### config.mk
export PLATFORM = sky130hd
export DESIGN_NAME = preset_rotator_homing_controller
export DESIGN_NICKNAME = d
export VERILOG_FILES = /design/src/rtl/prhc_pkg.sv /design/src/rtl/prhc_csr_regs.sv /design/src/rtl/prhc_step.sv /design/src/rtl/prhc_rsp_queue.sv /design/src/rtl/preset_rotator_homing_controller.sv
export SDC_FILE = /design/constraint.sdc
export NUM_CORES = 1
export LEC_CHECK = 0
export BUFFER_PORTS_ARGS = -buffer_cell sky130_fd_sc_hd__buf_2
export CAP_MARGIN = 20
export CORE_ASPECT_RATIO = 1.2
export CORE_MARGIN = 1
export CORE_UTILIZATION = 50
export DETAILED_ROUTE_END_ITERATION = 10
export HOLD_SLACK_MARGIN = 0.1
export PLACE_DENSITY = 0.66
export SYNTH_ARGS = -nofsm -noshare
export SYNTH_HDL_FRONTEND = slang
export SYNTH_SLANG_ARGS = --single-unit
### constraint.sdc
create_clock -name clock -period 20.9 [get_ports clock]
set_input_delay 0 -clock clock [delete_from_list [all_inputs] [get_ports clock]]
set_output_delay 0 -clock clock [all_outputs]
set_load 0.05 [all_outputs]
### src/rtl/prhc_pkg.sv
// Shared types, constants and a helper function of the preset rotator homing controller.
package prhc_pkg;

   localparam int ANGLE_W     = 9;
   localparam int STEP_W      = 15;
   localparam int SPD_W       = 22;
   localparam int MOVE_W      = 12;
   localparam int HELD_W      = 12;
   localparam int IDX_W       = 2;
   localparam int COUNT_W     = 3;
   localparam int NUM_PRESETS = 4;
   localparam int MAG_W       = 8;
   localparam int PROD_W      = MAG_W + SPD_W;
   localparam int CSR_INDEX_W = 4;
   localparam int CSR_DATA_W  = 22;
   localparam int QUEUE_DEPTH = 4;
   localparam int QPTR_W      = $clog2(QUEUE_DEPTH);
   localparam int QCNT_W      = QPTR_W + 1;

   localparam int DEBOUNCE_TICKS_DEF   = 50;
   localparam int LONG_PRESS_TICKS_DEF = 3000;
   localparam int MAX_PRESETS_DEF      = 4;

   localparam logic [HELD_W-1:0]        HELD_MAX    = '1;
   localparam logic signed [STEP_W-1:0] CRAWL_STEPS = -15'sd10;
   localparam logic signed [10:0]       HALF_TURN   = 11'sd180;
   localparam logic signed [10:0]       FULL_TURN   = 11'sd360;

   localparam logic [CSR_INDEX_W-1:0] CSR_PRESET_ANGLE_0 = 4'd0;
   localparam logic [CSR_INDEX_W-1:0] CSR_PRESET_ANGLE_1 = 4'd1;
   localparam logic [CSR_INDEX_W-1:0] CSR_PRESET_ANGLE_2 = 4'd2;
   localparam logic [CSR_INDEX_W-1:0] CSR_PRESET_ANGLE_3 = 4'd3;
   localparam logic [CSR_INDEX_W-1:0] CSR_PRESET_COUNT   = 4'd4;
   localparam logic [CSR_INDEX_W-1:0] CSR_STEPS_PER_DEG  = 4'd5;
   localparam logic [CSR_INDEX_W-1:0] CSR_RELEASE_STEPS  = 4'd6;
   localparam logic [CSR_INDEX_W-1:0] CSR_ZERO_OFFSET    = 4'd7;

   localparam logic [ANGLE_W-1:0] PRESET_ANGLE_0_RST = 9'h1E2;
   localparam logic [ANGLE_W-1:0] PRESET_ANGLE_1_RST = 9'd0;
   localparam logic [ANGLE_W-1:0] PRESET_ANGLE_2_RST = 9'd30;
   localparam logic [ANGLE_W-1:0] PRESET_ANGLE_3_RST = 9'd0;
   localparam logic [COUNT_W-1:0] PRESET_COUNT_RST   = 3'd3;
   localparam logic [SPD_W-1:0]   STEPS_PER_DEG_RST  = 22'd370585;
   localparam logic [MOVE_W-1:0]  RELEASE_STEPS_RST  = 12'd11;
   localparam logic [MOVE_W-1:0]  ZERO_OFFSET_RST    = 12'd28;

   typedef struct packed {
      logic button_level;
      logic limit_level;
   } req_type;

   typedef struct packed {
      logic signed [STEP_W-1:0] step_count;
      logic                     led_on;
      logic [IDX_W-1:0]         preset_index;
      logic                     last;
   } rsp_type;

   typedef struct packed {
      logic [NUM_PRESETS-1:0][ANGLE_W-1:0] preset_angle;
      logic [COUNT_W-1:0]                  preset_count;
      logic [SPD_W-1:0]                    steps_per_degree_q16;
      logic [MOVE_W-1:0]                   release_steps;
      logic [MOVE_W-1:0]                   zero_offset_steps;
   } cfg_type;

   typedef struct packed {
      logic                       homing_active;
      logic                       previous_button;
      logic [HELD_W-1:0]          held_ticks;
      logic                       long_press_active;
      logic                       short_press_latched;
      logic [IDX_W-1:0]           current_index;
      logic signed [ANGLE_W-1:0]  current_angle;
   } state_type;

   function automatic logic [IDX_W-1:0] next_index(
      input logic [IDX_W-1:0]   idx,
      input logic [COUNT_W-1:0] count,
      input logic [COUNT_W-1:0] max_count
   );
      logic [COUNT_W-1:0] cnt;
      logic [COUNT_W-1:0] a;
      cnt = count;
      if (cnt == '0) begin
         cnt = COUNT_W'(1);
      end
      if (cnt > max_count) begin
         cnt = max_count;
      end
      a = COUNT_W'(idx) + COUNT_W'(1);
      for (int k = 0; k < NUM_PRESETS; k++) begin
         if (a >= cnt) begin
            a = a - cnt;
         end
      end
      return a[IDX_W-1:0];
   endfunction

endpackage

### src/rtl/prhc_csr_regs.sv
// Configuration registers of the preset rotator homing controller.
module prhc_csr_regs
   import prhc_pkg::*;
(
   input  logic                   clock,
   input  logic                   reset,
   input  logic                   csr_valid,
   output logic                   csr_ready,
   input  logic [CSR_INDEX_W-1:0] csr_index,
   input  logic [CSR_DATA_W-1:0]  csr_wdata,
   output cfg_type                cfg
);

   cfg_type cfg_ff;
   cfg_type cfg_in;

   assign csr_ready = 1'b1;
   assign cfg       = cfg_ff;

   always_comb begin
      cfg_in = cfg_ff;
      if (csr_valid) begin
         unique case (csr_index)
            CSR_PRESET_ANGLE_0: cfg_in.preset_angle[0] = csr_wdata[ANGLE_W-1:0];
            CSR_PRESET_ANGLE_1: cfg_in.preset_angle[1] = csr_wdata[ANGLE_W-1:0];
            CSR_PRESET_ANGLE_2: cfg_in.preset_angle[2] = csr_wdata[ANGLE_W-1:0];
            CSR_PRESET_ANGLE_3: cfg_in.preset_angle[3] = csr_wdata[ANGLE_W-1:0];
            CSR_PRESET_COUNT:   cfg_in.preset_count = csr_wdata[COUNT_W-1:0];
            CSR_STEPS_PER_DEG:  cfg_in.steps_per_degree_q16 = csr_wdata[SPD_W-1:0];
            CSR_RELEASE_STEPS:  cfg_in.release_steps = csr_wdata[MOVE_W-1:0];
            CSR_ZERO_OFFSET:    cfg_in.zero_offset_steps = csr_wdata[MOVE_W-1:0];
            default: cfg_in = cfg_ff;
         endcase
      end
   end

   always_ff @(posedge clock) begin
      if (reset) begin
         cfg_ff.preset_angle[0]      <= PRESET_ANGLE_0_RST;
         cfg_ff.preset_angle[1]      <= PRESET_ANGLE_1_RST;
         cfg_ff.preset_angle[2]      <= PRESET_ANGLE_2_RST;
         cfg_ff.preset_angle[3]      <= PRESET_ANGLE_3_RST;
         cfg_ff.preset_count         <= PRESET_COUNT_RST;
         cfg_ff.steps_per_degree_q16 <= STEPS_PER_DEG_RST;
         cfg_ff.release_steps        <= RELEASE_STEPS_RST;
         cfg_ff.zero_offset_steps    <= ZERO_OFFSET_RST;
      end else begin
         cfg_ff <= cfg_in;
      end
   end

endmodule

### src/rtl/prhc_step.sv
// Per-tick control state and result generation of the preset rotator homing controller.
module prhc_step
   import prhc_pkg::*;
#(
   parameter int DEBOUNCE_TICKS   = DEBOUNCE_TICKS_DEF,
   parameter int LONG_PRESS_TICKS = LONG_PRESS_TICKS_DEF,
   parameter int MAX_PRESETS      = MAX_PRESETS_DEF
) (
   input  logic    clock,
   input  logic    reset,
   input  logic    fire,
   input  req_type req,
   input  cfg_type cfg,
   output logic    push_one,
   output logic    push_two,
   output rsp_type rsp_first,
   output rsp_type rsp_second
);

   state_type st_ff;
   state_type st_in;

   logic                      btn;
   logic                      lim;
   logic                      do_home;
   logic [IDX_W-1:0]          nxt;
   logic signed [ANGLE_W-1:0] target;
   logic signed [10:0]        diff;
   logic signed [10:0]        mag_w;
   logic [MAG_W-1:0]          mag;
   logic                      neg;
   logic [PROD_W-1:0]         prod;
   logic [STEP_W-2:0]         whole;
   logic signed [STEP_W-1:0]  steps;
   rsp_type                   r0;
   rsp_type                   r1;
   logic                      two;

   always_comb begin
      btn     = req.button_level;
      lim     = req.limit_level;
      st_in   = st_ff;
      do_home = 1'b0;
      two     = 1'b0;
      r0      = '0;
      r1      = '0;
      r0.led_on = lim;
      r1.led_on = lim;
      r0.last   = 1'b1;
      r1.last   = 1'b1;
      nxt     = '0;
      target  = '0;
      diff    = '0;
      mag_w   = '0;
      mag     = '0;
      neg     = 1'b0;
      prod    = '0;
      whole   = '0;
      steps   = '0;

      if (st_ff.homing_active) begin
         if (st_ff.held_ticks != HELD_MAX) begin
            st_in.held_ticks = st_ff.held_ticks + HELD_W'(1);
         end
         do_home = 1'b1;
      end else begin
         if (btn != st_ff.previous_button) begin
            st_in.previous_button = btn;
            st_in.held_ticks      = '0;
         end else if (st_ff.held_ticks != HELD_MAX) begin
            st_in.held_ticks = st_ff.held_ticks + HELD_W'(1);
         end

         if (!btn && st_in.held_ticks >= HELD_W'(LONG_PRESS_TICKS)
             && !st_ff.long_press_active) begin
            st_in.long_press_active = 1'b1;
            st_in.current_angle     = $signed(cfg.preset_angle[0]);
            st_in.current_index     = '0;
         end
         if (btn && st_ff.long_press_active) begin
            st_in.long_press_active = 1'b0;
         end

         if (st_in.long_press_active && !lim) begin
            r0.step_count = CRAWL_STEPS;
         end else if (!btn && st_in.held_ticks > HELD_W'(DEBOUNCE_TICKS)
                      && !st_ff.short_press_latched) begin
            st_in.short_press_latched = 1'b1;
            nxt = next_index(st_in.current_index, cfg.preset_count,
                             COUNT_W'(MAX_PRESETS));
            if (nxt == '0) begin
               st_in.homing_active = 1'b1;
               do_home             = 1'b1;
            end else begin
               target = $signed(cfg.preset_angle[nxt]);
               diff   = 11'(target) - 11'(st_in.current_angle);
               if (diff > HALF_TURN) begin
                  diff = diff - FULL_TURN;
               end
               if (diff < -HALF_TURN) begin
                  diff = diff + FULL_TURN;
               end
               neg   = diff[10];
               mag_w = neg ? -diff : diff;
               mag   = mag_w[MAG_W-1:0];
               prod  = PROD_W'(mag) * PROD_W'(cfg.steps_per_degree_q16);
               whole = prod[PROD_W-1:16];
               steps = neg ? -$signed({1'b0, whole}) : $signed({1'b0, whole});
               r0.step_count       = steps;
               st_in.current_angle = target;
               st_in.current_index = nxt;
            end
         end else begin
            if (btn) begin
               st_in.short_press_latched = 1'b0;
            end
         end
      end

      r0.preset_index = st_in.current_index;

      if (do_home) begin
         if (!lim) begin
            r0.step_count = CRAWL_STEPS;
         end else begin
            r0.step_count       = $signed(STEP_W'(cfg.release_steps));
            r0.last             = 1'b0;
            st_in.current_angle = $signed(cfg.preset_angle[0]);
            st_in.current_index = '0;
            st_in.homing_active = 1'b0;
            r1.step_count       = $signed(STEP_W'(cfg.zero_offset_steps));
            r1.preset_index     = '0;
            two                 = 1'b1;
         end
      end
   end

   assign push_one   = fire;
   assign push_two   = fire && two;
   assign rsp_first  = r0;
   assign rsp_second = r1;

   always_ff @(posedge clock) begin
      if (reset) begin
         st_ff.homing_active       <= 1'b1;
         st_ff.previous_button     <= 1'b1;
         st_ff.held_ticks          <= '0;
         st_ff.long_press_active   <= 1'b0;
         st_ff.short_press_latched <= 1'b0;
         st_ff.current_index       <= '0;
         st_ff.current_angle       <= $signed(PRESET_ANGLE_0_RST);
      end else if (fire) begin
         st_ff <= st_in;
      end
   end

endmodule

### src/rtl/prhc_rsp_queue.sv
// Result queue that takes one or two items per cycle and hands out one per cycle while rsp_ready is high.
module prhc_rsp_queue
   import prhc_pkg::*;
(
   input  logic              clock,
   input  logic              reset,
   input  logic              push_one,
   input  logic              push_two,
   input  rsp_type           push_first,
   input  rsp_type           push_second,
   output logic [QCNT_W-1:0] fill,
   output logic              rsp_valid,
   input  logic              rsp_ready,
   output rsp_type           rsp_data
);

   rsp_type             entry_ff [QUEUE_DEPTH];
   logic [QPTR_W-1:0]   wr_ptr_ff;
   logic [QPTR_W-1:0]   wr_ptr_in;
   logic [QPTR_W-1:0]   rd_ptr_ff;
   logic [QPTR_W-1:0]   rd_ptr_in;
   logic [QCNT_W-1:0]   count_ff;
   logic [QCNT_W-1:0]   count_in;
   logic                pop;
   logic [QCNT_W-1:0]   pushed;

   assign rsp_valid = count_ff != '0;
   assign rsp_data  = entry_ff[rd_ptr_ff];
   assign fill      = count_ff;
   assign pop       = rsp_valid && rsp_ready;

   always_comb begin
      pushed    = push_two ? QCNT_W'(2) : (push_one ? QCNT_W'(1) : '0);
      wr_ptr_in = wr_ptr_ff + QPTR_W'(pushed);
      rd_ptr_in = rd_ptr_ff + QPTR_W'(pop);
      count_in  = count_ff + pushed - QCNT_W'(pop);
   end

   always_ff @(posedge clock) begin
      if (push_one) begin
         entry_ff[wr_ptr_ff] <= push_first;
      end
      if (push_two) begin
         entry_ff[wr_ptr_ff + QPTR_W'(1)] <= push_second;
      end
   end

   always_ff @(posedge clock) begin
      if (reset) begin
         wr_ptr_ff <= '0;
         rd_ptr_ff <= '0;
         count_ff  <= '0;
      end else begin
         wr_ptr_ff <= wr_ptr_in;
         rd_ptr_ff <= rd_ptr_in;
         count_ff  <= count_in;
      end
   end

endmodule

### src/rtl/preset_rotator_homing_controller.sv
// Top level of the preset rotator homing controller.
//
// One request item per 1 ms tick carries the button level and the limit switch
// level; the block answers with one or two response items of signed step
// commands, the LED state, the preset index and a last flag on the final one.
// The csr channel writes the eight configuration registers (index 0..7, higher
// indexes are ignored); it is always ready. The user must write it only while
// the block idles; the block itself does not enforce this. A request item is
// taken into an input register, processed once at most two queue entries are
// filled (one 8x22 multiply for a preset move) and written into a four-entry
// response queue. Throughput is one request item per cycle while the queue has
// room; a tick that releases the homing switch gives two response items.
// When the receiver stalls, the queue fills and req_ready drops once fewer than
// two entries are free; nothing is lost or repeated.
// Reset loads the register reset values, empties the queue and starts homing.
module preset_rotator_homing_controller
   import prhc_pkg::*;
#(
   parameter int DEBOUNCE_TICKS   = DEBOUNCE_TICKS_DEF,
   parameter int LONG_PRESS_TICKS = LONG_PRESS_TICKS_DEF,
   parameter int MAX_PRESETS      = MAX_PRESETS_DEF
) (
   input  logic                   clock,
   input  logic                   reset,
   input  logic                   req_valid,
   output logic                   req_ready,
   input  req_type                req_data,
   output logic                   rsp_valid,
   input  logic                   rsp_ready,
   output rsp_type                rsp_data,
   input  logic                   csr_valid,
   output logic                   csr_ready,
   input  logic [CSR_INDEX_W-1:0] csr_index,
   input  logic [CSR_DATA_W-1:0]  csr_wdata
);

   cfg_type           cfg;
   logic              in_valid_ff;
   logic              in_valid_in;
   req_type           in_data_ff;
   logic              fire;
   logic              push_one;
   logic              push_two;
   rsp_type           rsp_first;
   rsp_type           rsp_second;
   logic [QCNT_W-1:0] fill;

   assign fire        = in_valid_ff && (fill <= QCNT_W'(QUEUE_DEPTH - 2));
   assign req_ready   = !in_valid_ff || fire;
   assign in_valid_in = (req_valid && req_ready) || (in_valid_ff && !fire);

   always_ff @(posedge clock) begin
      if (reset) begin
         in_valid_ff <= 1'b0;
      end else begin
         in_valid_ff <= in_valid_in;
      end
   end

   always_ff @(posedge clock) begin
      if (req_valid && req_ready) begin
         in_data_ff <= req_data;
      end
   end

   prhc_csr_regs u_csr (
      .clock     (clock),
      .reset     (reset),
      .csr_valid (csr_valid),
      .csr_ready (csr_ready),
      .csr_index (csr_index),
      .csr_wdata (csr_wdata),
      .cfg       (cfg)
   );

   prhc_step #(
      .DEBOUNCE_TICKS   (DEBOUNCE_TICKS),
      .LONG_PRESS_TICKS (LONG_PRESS_TICKS),
      .MAX_PRESETS      (MAX_PRESETS)
   ) u_step (
      .clock      (clock),
      .reset      (reset),
      .fire       (fire),
      .req        (in_data_ff),
      .cfg        (cfg),
      .push_one   (push_one),
      .push_two   (push_two),
      .rsp_first  (rsp_first),
      .rsp_second (rsp_second)
   );

   prhc_rsp_queue u_queue (
      .clock       (clock),
      .reset       (reset),
      .push_one    (push_one),
      .push_two    (push_two),
      .push_first  (rsp_first),
      .push_second (rsp_second),
      .fill        (fill),
      .rsp_valid   (rsp_valid),
      .rsp_ready   (rsp_ready),
      .rsp_data    (rsp_data)
   );

endmodule

==> results of run 1 <==
## cells in the mapped netlist (16+ instances only)
master,count
a22o_1,24
nor3_1,20
edfxtp_1,54
xnor2_1,28
dfxtp_1,144
nand2b_1,37
ha_1,80
xor2_1,20
nor2_1,139
nand2_1,230
clkbuf_1,75
mux2i_1,63
a21o_1,31
and3_1,27
nor2b_1,41
mux4_2,19
o31ai_1,16
nand3_1,35
o21ai_0,68
nand3b_1,27
a21oi_1,118
and2_1,117
inv_1,184
fa_1,124
o21ai_1,20
a31oi_1,16
## placed cells by master, fill, tap and decap left out, drive strengths merged, types with 37 or more instances in the layout
cell and n:
inv 193, o21ai 88, ha 80, mux2i 63, fa 124, nand2 231, a21oi 123, and2 117
nor2b 41, buf 72, nor2 139, edfxtp 54, nand2b 37, dfxtp 144
## routing by layer
layer	global-route usage	part of all wire
met3	0.0317	0.042
met4	0.105	0.034
met1	0.343	0.42
met5	0	0
met2	0.487	0.51
## flip-flops by register name, indices dropped and copies added (netlist names)
signal,count
u_queue.fill,3
in_valid_ff,1
u_csr.cfg,85
in_data_ff,2
u_queue.rd_ptr_ff,2
u_queue.entry_ff,76
u_step.st_ff,27
u_queue.wr_ptr_ff,2
## metrics by stage
| step | hold slack [ns] | utilization |
|---|---|---|
| 2_1_floorplan | 0.0989 | - |
| 4_1_cts | 0.209 | 0.551 |
| 6_report | 0.226 | 0.552 |
| 3_3_place_gp | 0.176 | 0.523 |
| 5_1_grt | 0.261 | 0.552 |
| 3_5_place_dp | 0.181 | 0.524 |
## worst max path at each step
stage                                             start  cells past startpoint                                    to
after floorplan           u_step.st_ff[13]$_SDFFE_PP0P_                     86     u_queue.entry_ff[1][15]$_DFFE_PP_
after global placement    u_step.st_ff[13]$_SDFFE_PP0P_                     82  u_queue.entry_ff[3][18]$_SDFFE_PP0P_
after detailed placement  u_step.st_ff[13]$_SDFFE_PP0P_                     82  u_queue.entry_ff[3][18]$_SDFFE_PP0P_
after CTS                 u_step.st_ff[13]$_SDFFE_PP0P_                     82  u_queue.entry_ff[3][18]$_SDFFE_PP0P_
after global routing      u_step.st_ff[13]$_SDFFE_PP0P_                     82     u_queue.entry_ff[3][15]$_DFFE_PP_
final                     u_step.st_ff[13]$_SDFFE_PP0P_                     82  u_queue.entry_ff[3][18]$_SDFFE_PP0P_
## kinds of logic after synthesis
group,Yosys count,synth area share
other cells,1,0.000218
simple gates,729,0.214
mux,93,0.0688
compound gates,410,0.163
flops,198,0.262
fa+ha+maj,204,0.203
xor+xnor,50,0.0263
buf+inv,280,0.0633
## worst register-to-register path: cells and delay by family (launching register included)
kind | cells | cell delay (ns)
muxes | 5 | 1.53
adders and majority gates | 14 | 5.22
DFF | 1 | 0.43
xor gates and xnor gates | 4 | 1.04
and+or+nand+nor | 20 | 3.18
buffers and inverters | 8 | 1.26
AOI/OAI and AO/OA | 31 | 6.82
## timing repair
item,4_1_cts,5_1_grt
endpoints found under the setup margin,0,49
hold buffers,33,0
hold endpoints to repair,93,0
gates resized for setup,0,7
## layout make-up
cell class / instances / share of cell area
Sequential cell: 198 / 0.240
Multi-Input combinational cell: 1487 / 0.622
Clock buffer: 18 / 0.0229
Clock inverter: 14 / 0.00794
Tap cell: 456 / 0.0304
Timing Repair Buffer: 105 / 0.0397
Inverter: 185 / 0.0370
==> impl_metrics.json, run 1 <==
{
  "max_freq_ghz": 0.0511,
  "place_area_mm2": 0.0178,
  "synth_area_mm2": 0.0172,
  "drv_slew": 0,
  "grt_usage": 0.276,
  "worstHoldStart": "csr_index[3]",
  "slew-limit-headroom": 0.226,
  "drive_gt1_frac": 0.0892,
  "whs_endpoint": "u_csr.cfg[56]$_SDFFE_PP1P_",
  "synth-main-ff-cell": "dfxtp_1",
  "yosys_warnings": 0,
  "hold_depth": 5,
  "nNetsFinal": 2231,
  "multi_input_area_mm2": 0.0117,
  "gp_congestion": 0.925,
  "min_path_type": "in2reg",
  "finalSetupTns_ns": 0,
  "portBuffers": 53,
  "syn-instance-count": 1965,
  "slowest_stage": "fa_1",
  "ys_ff_latch": 198,
  "core_mm2": 0.0340,
  "wl_um": 46300,
  "criticalPathCategory": "reg2reg",
  "regArea_mm2": 0.00450,
  "design_area_mm2": 0.0187,
  "area_growth_pct": 9.04,
  "setup_slack_ns": 1.33,
  "die_y_um": 205,
  "grt_setup_unrepaired": "no",
  "cp_num_buf_inv": 8,
  "hold_viol": 0,
  "grt_pass1_wl_um": 75400,
  "grt_max_degree": 73,
  "avgSynthCellArea_um2": 8.75,
  "cts_buffer_depth": 2,
  "ys_types": 96,
  "r2r_setup_slack_ns": 1.33,
  "first_pass_iters": 6,
  "synth_async_sr_flop_share": 0,
  "regToRegEndpoint": "u_queue.entry_ff[3][18]$_SDFFE_PP0P_",
  "synth_top_area_cell": "dfxtp_1",
  "rows": 74,
  "end_kind": "flop",
  "max_cap_viol_count": 0,
  "viasPerCell": 5.83,
  "synth_edf_count": 54,
  "grt_pass1_vias": 14300,
  "ys_seq_area_frac": 0.262,
  "synthTopCellsByArea": "dfxtp_1, fa_1, edfxtp_1",
  "dr.first_iter.drc_count": 1072,
  "fillers": 3128,
  "cts_made_buffers": 17,
  "finalCriticalPeriod_ns": 19.57,
  "clockRootBuffer": "clkbuf_16",
  "clk_latency_ns": 0.45,
  "gr-total-overflow": 0,
  "crit_path_frequent_cell": "a21o_1",
  "rr_startpoint": "u_step.st_ff[13]$_SDFFE_PP0P_",
  "tightest_slew_ns": 1.16,
  "drc_errors": 0,
  "die_x_um": 171,
  "startpoint_type": "flop",
  "finalCritPeriodShare": 0.936,
  "report.final.setup_viol": 0,
  "h-tree-depth": 4,
  "syn_nets": 2202,
  "ios": 55,
  "die-area_mm2": 0.0351,
  "crit_fanout": 22,
  "fin_cells": 2463,
  "worstPathRequired_ns": 21.21,
  "post_cts_buffers": 0,
  "diodes": 0,
  "cts_sinks": 198,
  "cp_top_family": "compound AO/OA/AOI/OAI gates",
  "yosysTopAreaCellShare": 0.168,
  "placed_cells": 2398,
  "post-dp-hpwl_um": 34400,
  "status": "finished clean",
  "cts_tree": "built",
  "fin_skew_ns": 0.00928,
  "vias": 14300,
  "cp_slowest_stage_delay_ns": 0.55,
  "grt_antenna_before_repair": 0,
  "final_antenna_net_count": 0,
  "critPathArrivalTime_ns": 19.88,
  "initial_core_util": 0.506,
  "worst-r2r-cell-count": 82,
  "post-place-ws_ns": 1.07,
  "clk_pin_slew_ns": 0.08,
  "routedWlPerCell_um": 18.8
}
Power of run 1 is not shown: default switching activity piles up to over one toggle a cycle in this logic, so the estimate is an artifact.
==> run 2: changes to the inputs <==
--- a/config.mk
+++ b/config.mk
@@ -13,6 +13,7 @@
 export DETAILED_ROUTE_END_ITERATION = 10
 export HOLD_SLACK_MARGIN = 0.1
 export PLACE_DENSITY = 0.66
+export RECOVER_POWER = 50
 export SYNTH_ARGS = -nofsm -noshare
 export SYNTH_HDL_FRONTEND = slang
 export SYNTH_SLANG_ARGS = --single-unit
==> impl_metrics.json, run 2 (same netlist as run 1, synthesis figures left out) <==
{
  "status": "finished with violations",
  "failed_checks": "max-capacitance violations, max-slew violations",
  "layout_common_cells": "nand2_1, inv_1, dfxtp_1",
  "end_kind": "flop",
  "area_growth_pct": 8.78,
  "core_mm2": 0.0340,
  "slew-limit-headroom": -1.22,
  "die_y_um": 205,
  "clockRootBuffer": "clkbuf_16",
  "final_common_cell": "nand2_1",
  "fin_skew_ns": 0.0110,
  "final_antenna_net_count": 0,
  "finalCriticalPeriod_ns": 19.55,
  "h-tree-depth": 4,
  "rows": 74,
  "initial_core_util": 0.506,
  "viasPerCell": 5.82,
  "clk_pin_slew_ns": 0.08,
  "min_path_type": "in2reg",
  "max_cap_viol_count": 2,
  "fin_cells": 2463,
  "grt_pass1_vias": 14300,
  "grt_setup_unrepaired": "no",
  "critPathArrivalTime_ns": 19.86,
  "dr.first_iter.drc_count": 1013,
  "cp_num_buf_inv": 8,
  "drc_errors": 0,
  "tightest_slew_ns": 3.33,
  "portBuffers": 53,
  "crit_fanout": 22,
  "report.final.setup_viol": 0,
  "finalCritPeriodShare": 0.936,
  "startpoint_type": "flop",
  "slowest_stage": "fa_1",
  "grt_max_degree": 73,
  "grt_usage": 0.276,
  "vias": 14300,
  "criticalPathCategory": "reg2reg",
  "nNetsFinal": 2231,
  "worstPathRequired_ns": 21.21,
  "gr-total-overflow": 0,
  "die_x_um": 171,
  "clk_latency_ns": 0.46,
  "wl_um": 46400,
  "fillers": 3146,
  "cts_tree": "built",
  "max_freq_ghz": 0.0511,
  "placed_cells": 2398,
  "routedWlPerCell_um": 18.8,
  "post-dp-hpwl_um": 34400,
  "largest_reg_flops": 85,
  "cts_sinks": 198,
  "crit_path_frequent_cell": "a21o_1",
  "drv_slew": 123,
  "post_cts_buffers": 0,
  "cp_slowest_stage_delay_ns": 0.55,
  "drive_gt1_frac": 0.0762,
  "cts_buffer_depth": 2,
  "die-area_mm2": 0.0351,
  "ios": 55,
  "cts_made_buffers": 17,
  "hold_viol": 0,
  "grt_pass1_wl_um": 75400,
  "finalSetupTns_ns": 0,
  "first_pass_iters": 6,
  "grt_antenna_before_repair": 0,
  "gp_congestion": 0.925,
  "cp_top_family": "compound AO/OA/AOI/OAI gates",
  "diodes": 0
}
[run 2: cell count changes in the layout (fill, tap and decap cells not counted)]
cell,change
a31oi_1,+1
a31oi_2,-1
and2_0,+2
and2_1,-2
buf_2,-22
buf_4,-3
clkbuf_1,+25
[run 2: cell type report]
type / instances / area, µm² / share of cell area
inverters: 185 / 694 / 0.0371
repair buffers: 105 / 706 / 0.0377
clock buffers: 18 / 429 / 0.0229
well taps: 456 / 571 / 0.0305
flip-flops and latches: 198 / 4500 / 0.241
clock inverters: 14 / 149 / 0.00796
multi-input cells: 1487 / 11600 / 0.623
[run 2: worst reg2reg max path: cells and delay by family (launching register included)]
kind,cells,cell delay (ns)
XOR/XNOR,4,1.05
AO/OA/AOI/OAI,31,6.80
AND/OR/NAND/NOR,20,3.16
buffers and inverters,8,1.27
multiplexers,5,1.53
adder cells (fa/ha/maj),14,5.22
flip-flops,1,0.43
[run 2: worst paths after layout]
path         slack (ns)                              endpoint                                 start  cells after the start
min                0.24            u_csr.cfg[56]$_SDFFE_PP1P_                          csr_index[3]                      5
max                1.35  u_queue.entry_ff[3][18]$_SDFFE_PP0P_         u_step.st_ff[13]$_SDFFE_PP0P_                     82
max reg2reg        1.35  u_queue.entry_ff[3][18]$_SDFFE_PP0P_         u_step.st_ff[13]$_SDFFE_PP0P_                     82
min reg2reg        0.46  u_queue.entry_ff[1][18]$_SDFFE_PP0P_  u_queue.entry_ff[1][18]$_SDFFE_PP0P_                      2
[run 2: per-stage QoR]
step / utilization / area (µm²) / setup WS [ns] / hold WS (ns)
after global routing: 0.550 / 18700 / 0.0233 / 0.262
after global placement: 0.523 / 17800 / 1.54 / 0.176
final: 0.550 / 18700 / 1.35 / 0.236
after detailed placement: 0.524 / 17800 / 1.07 / 0.181
after CTS: 0.551 / 18700 / 0.999 / 0.209
after floorplan: - / 17200 / 1.66 / 0.0989
[run 2: layer usage]
| metal | vias up | global-route usage | routed length (µm) |
|---|---|---|---|
| li1 | 6816 | - | - |
| met1 | 7038 | 0.343 | 19400 |
| met2 | 399 | 0.487 | 23500 |
| met3 | 83 | 0.0317 | 1950 |
| met4 | 0 | 0.105 | 1530 |
| met5 | - | 0 | 0 |
[run 2: repair_timing]
item | 4_1_cts | 5_1_grt
resized for setup | 0 | 7
endpoints found under the setup margin | 0 | 49
hold buffers | 33 | 0
endpoints found under the hold margin | 93 | 0
Power of run 2 is left out for the same reason.
==> run 3: changes to the inputs <==
--- a/config.mk
+++ b/config.mk
@@ -5,6 +5,7 @@
 export SDC_FILE = /design/constraint.sdc
 export NUM_CORES = 1
 export LEC_CHECK = 0
+export ABC_AREA = 1
 export BUFFER_PORTS_ARGS = -buffer_cell sky130_fd_sc_hd__buf_2
 export CAP_MARGIN = 20
 export CORE_ASPECT_RATIO = 1.2
==> impl_metrics.json, run 3 <==
{
  "grt_antenna_before_repair": 0,
  "tightest_slew_ns": 3.58,
  "cts_tree": "built",
  "startpoint_type": "flop",
  "worstPathRequired_ns": 21.10,
  "syn-instance-count": 2411,
  "viasPerCell": 5.44,
  "synth-simple-area-share": 0.282,
  "ctsResizeCount": 0,
  "rr_startpoint": "u_step.st_ff[13]$_SDFFE_PP0P_",
  "clk_pin_slew_ns": 0.09,
  "slew-limit-headroom": -1.39,
  "multi_input_area_mm2": 0.0108,
  "synth-xor-area-share": 0.0182,
  "diodes": 0,
  "syn_nets": 2648,
  "grt_setup_unrepaired": "no",
  "cts_made_buffers": 17,
  "drc_errors": 0,
  "cts_sinks": 198,
  "avgSynthCellArea_um2": 7.07,
  "synth-main-ff-cell": "dfxtp_1",
  "initial_core_util": 0.511,
  "largest_reg_flops": 85,
  "synth_area_mm2": 0.0171,
  "drv_slew": 159,
  "clockRootBuffer": "clkbuf_16",
  "grt_usage": 0.289,
  "finalCriticalPeriod_ns": 18.30,
  "grt_pass1_vias": 15300,
  "yosysTopAreaCellShare": 0.169,
  "synth_async_sr_flop_share": 0,
  "synthTopCellsByCount": "nand2_1, inv_1, nor2_1",
  "regToRegEndpoint": "u_queue.entry_ff[2][15]$_DFFE_PP_",
  "post-dp-hpwl_um": 37100,
  "hold_depth": 3,
  "grt_pass1_wl_um": 78500,
  "nNetsFinal": 2690,
  "whs_endpoint": "u_csr.cfg[44]$_SDFFE_PP0P_",
  "critPathArrivalTime_ns": 18.50,
  "yosysMostFrequentCell": "nand2_1",
  "fillers": 3272,
  "synth_compound_area_frac": 0.130,
  "portBuffers": 53,
  "worst-r2r-cell-count": 94,
  "regArea_mm2": 0.00450,
  "first_pass_iters": 8,
  "gp_congestion": 0.934,
  "die_y_um": 204,
  "h-tree-depth": 4,
  "die-area_mm2": 0.0348,
  "worstHoldStart": "csr_wdata[20]",
  "synthTopCellsByArea": "dfxtp_1, fa_1, nand2_1",
  "final_common_cell": "nand2_1",
  "ios": 55,
  "max_cap_viol_count": 3,
  "crit_path_frequent_cell": "nand2_1",
  "status": "finished with violations",
  "finalCritPeriodShare": 0.876,
  "gr-total-overflow": 0,
  "drive_gt1_frac": 0.0649,
  "end_kind": "flop",
  "core_mm2": 0.0333,
  "layout_common_cells": "nand2_1, inv_1, nor2_1",
  "ys_ff_latch": 198,
  "area_growth_pct": 8.40,
  "synth_edf_count": 54,
  "slowest_stage": "nand2_1",
  "ys_types": 53,
  "die_x_um": 171,
  "rows": 73,
  "r2r_setup_slack_ns": 2.60,
  "routedWlPerCell_um": 16.8,
  "vias": 15900,
  "report.final.setup_viol": 0,
  "synthMuxAreaShare": 0.00117,
  "fin_skew_ns": 0.0105,
  "cp_slowest_stage_delay_ns": 0.66,
  "grt_max_degree": 85,
  "ys_seq_area_frac": 0.264,
  "max_freq_ghz": 0.0546,
  "hold_viol": 0,
  "crit_fanout": 30,
  "min_path_type": "in2reg",
  "clk_latency_ns": 0.45,
  "final_antenna_net_count": 0,
  "failed_checks": "max-capacitance violations, max-slew violations",
  "dr.first_iter.drc_count": 1184,
  "finalSetupTns_ns": 0,
  "synth_top_family_by_area": "simple AND/OR/NAND/NOR gates",
  "wl_um": 49100,
  "criticalPathCategory": "reg2reg",
  "synth_top_area_cell": "dfxtp_1",
  "cts_buffer_depth": 2,
  "yosys_warnings": 0,
  "synthAdderAreaFrac": 0.204
}
[run 3: cell families (layout without fill, tap and decap cells)]
group,count (synthesis),after routing
and+or+nand+nor,1125,1125
buffers and inverters,447,502
AOI/OAI and AO/OA,402,402
adders and majority gates,204,204
DFF,198,198
xor gates and xnor gates,32,32
muxes,2,2
other,1,1
[run 3: cell type report]
type,instances,area share
sequential,198,0.244
multi-input combinational,1766,0.585
clock buffer,18,0.0232
tap,450,0.0305
clock inverter,14,0.00751
timing repair buffer,93,0.0336
inverter,377,0.0766
[run 3: metal layers]
layer | share of wire | global-route usage | vias up
met1 | 0.44 | 0.376 | 7491
li1 | - | - | 7744
met2 | 0.47 | 0.485 | 522
met5 | 0 | 0 | -
met4 | 0.036 | 0.123 | 0
met3 | 0.053 | 0.0289 | 95
[run 3: critical path, delay by kind of cell (launching register included)]
family	cells	cell delay (ns)
XOR/XNOR	1	0.23
buffers and inverters	11	1.76
AO/OA/AOI/OAI	14	3.38
adder cells (fa/ha/maj)	14	4.95
AND/OR/NAND/NOR	54	7.34
flip-flops	1	0.39
[run 3: stage by stage]
| stage | hold slack, ns | std cells | worst slack (ns) | area (µm²) | utilization |
|---|---|---|---|---|---|
| finish | 0.106 | 2916 | 2.60 | 18500 | 0.554 |
| floorplan | 0.0989 | 2411 | 5.87 | 17100 | - |
| CTS | 0.101 | 2914 | 3.23 | 18500 | 0.555 |
| global route | 0.116 | 2916 | 0.648 | 18500 | 0.554 |
| detailed placement | 0.179 | 2856 | 3.32 | 17700 | 0.530 |
| global placement | 0.179 | 2856 | 3.98 | 17700 | 0.530 |
[run 3: worst max-delay path by stage]
stage / start / endpoint / cells past startpoint
after floorplan: u_step.st_ff[13]$_SDFFE_PP0P_ / u_queue.entry_ff[0][13]$_DFFE_PP_ / 99
after global placement: u_step.st_ff[13]$_SDFFE_PP0P_ / u_queue.entry_ff[2][15]$_DFFE_PP_ / 95
after detailed placement: u_step.st_ff[13]$_SDFFE_PP0P_ / u_queue.entry_ff[2][15]$_DFFE_PP_ / 95
after CTS: u_step.st_ff[13]$_SDFFE_PP0P_ / u_queue.entry_ff[2][15]$_DFFE_PP_ / 95
after global routing: u_step.st_ff[13]$_SDFFE_PP0P_ / u_queue.entry_ff[1][15]$_DFFE_PP_ / 95
final: u_step.st_ff[13]$_SDFFE_PP0P_ / u_queue.entry_ff[2][15]$_DFFE_PP_ / 94
[run 3: what timing repair did]
item	CTS	global route
hold endpoints to repair	89	0
hold buffers	26	0
setup buffers	0	0
Power of run 3 is left out for the same reason.
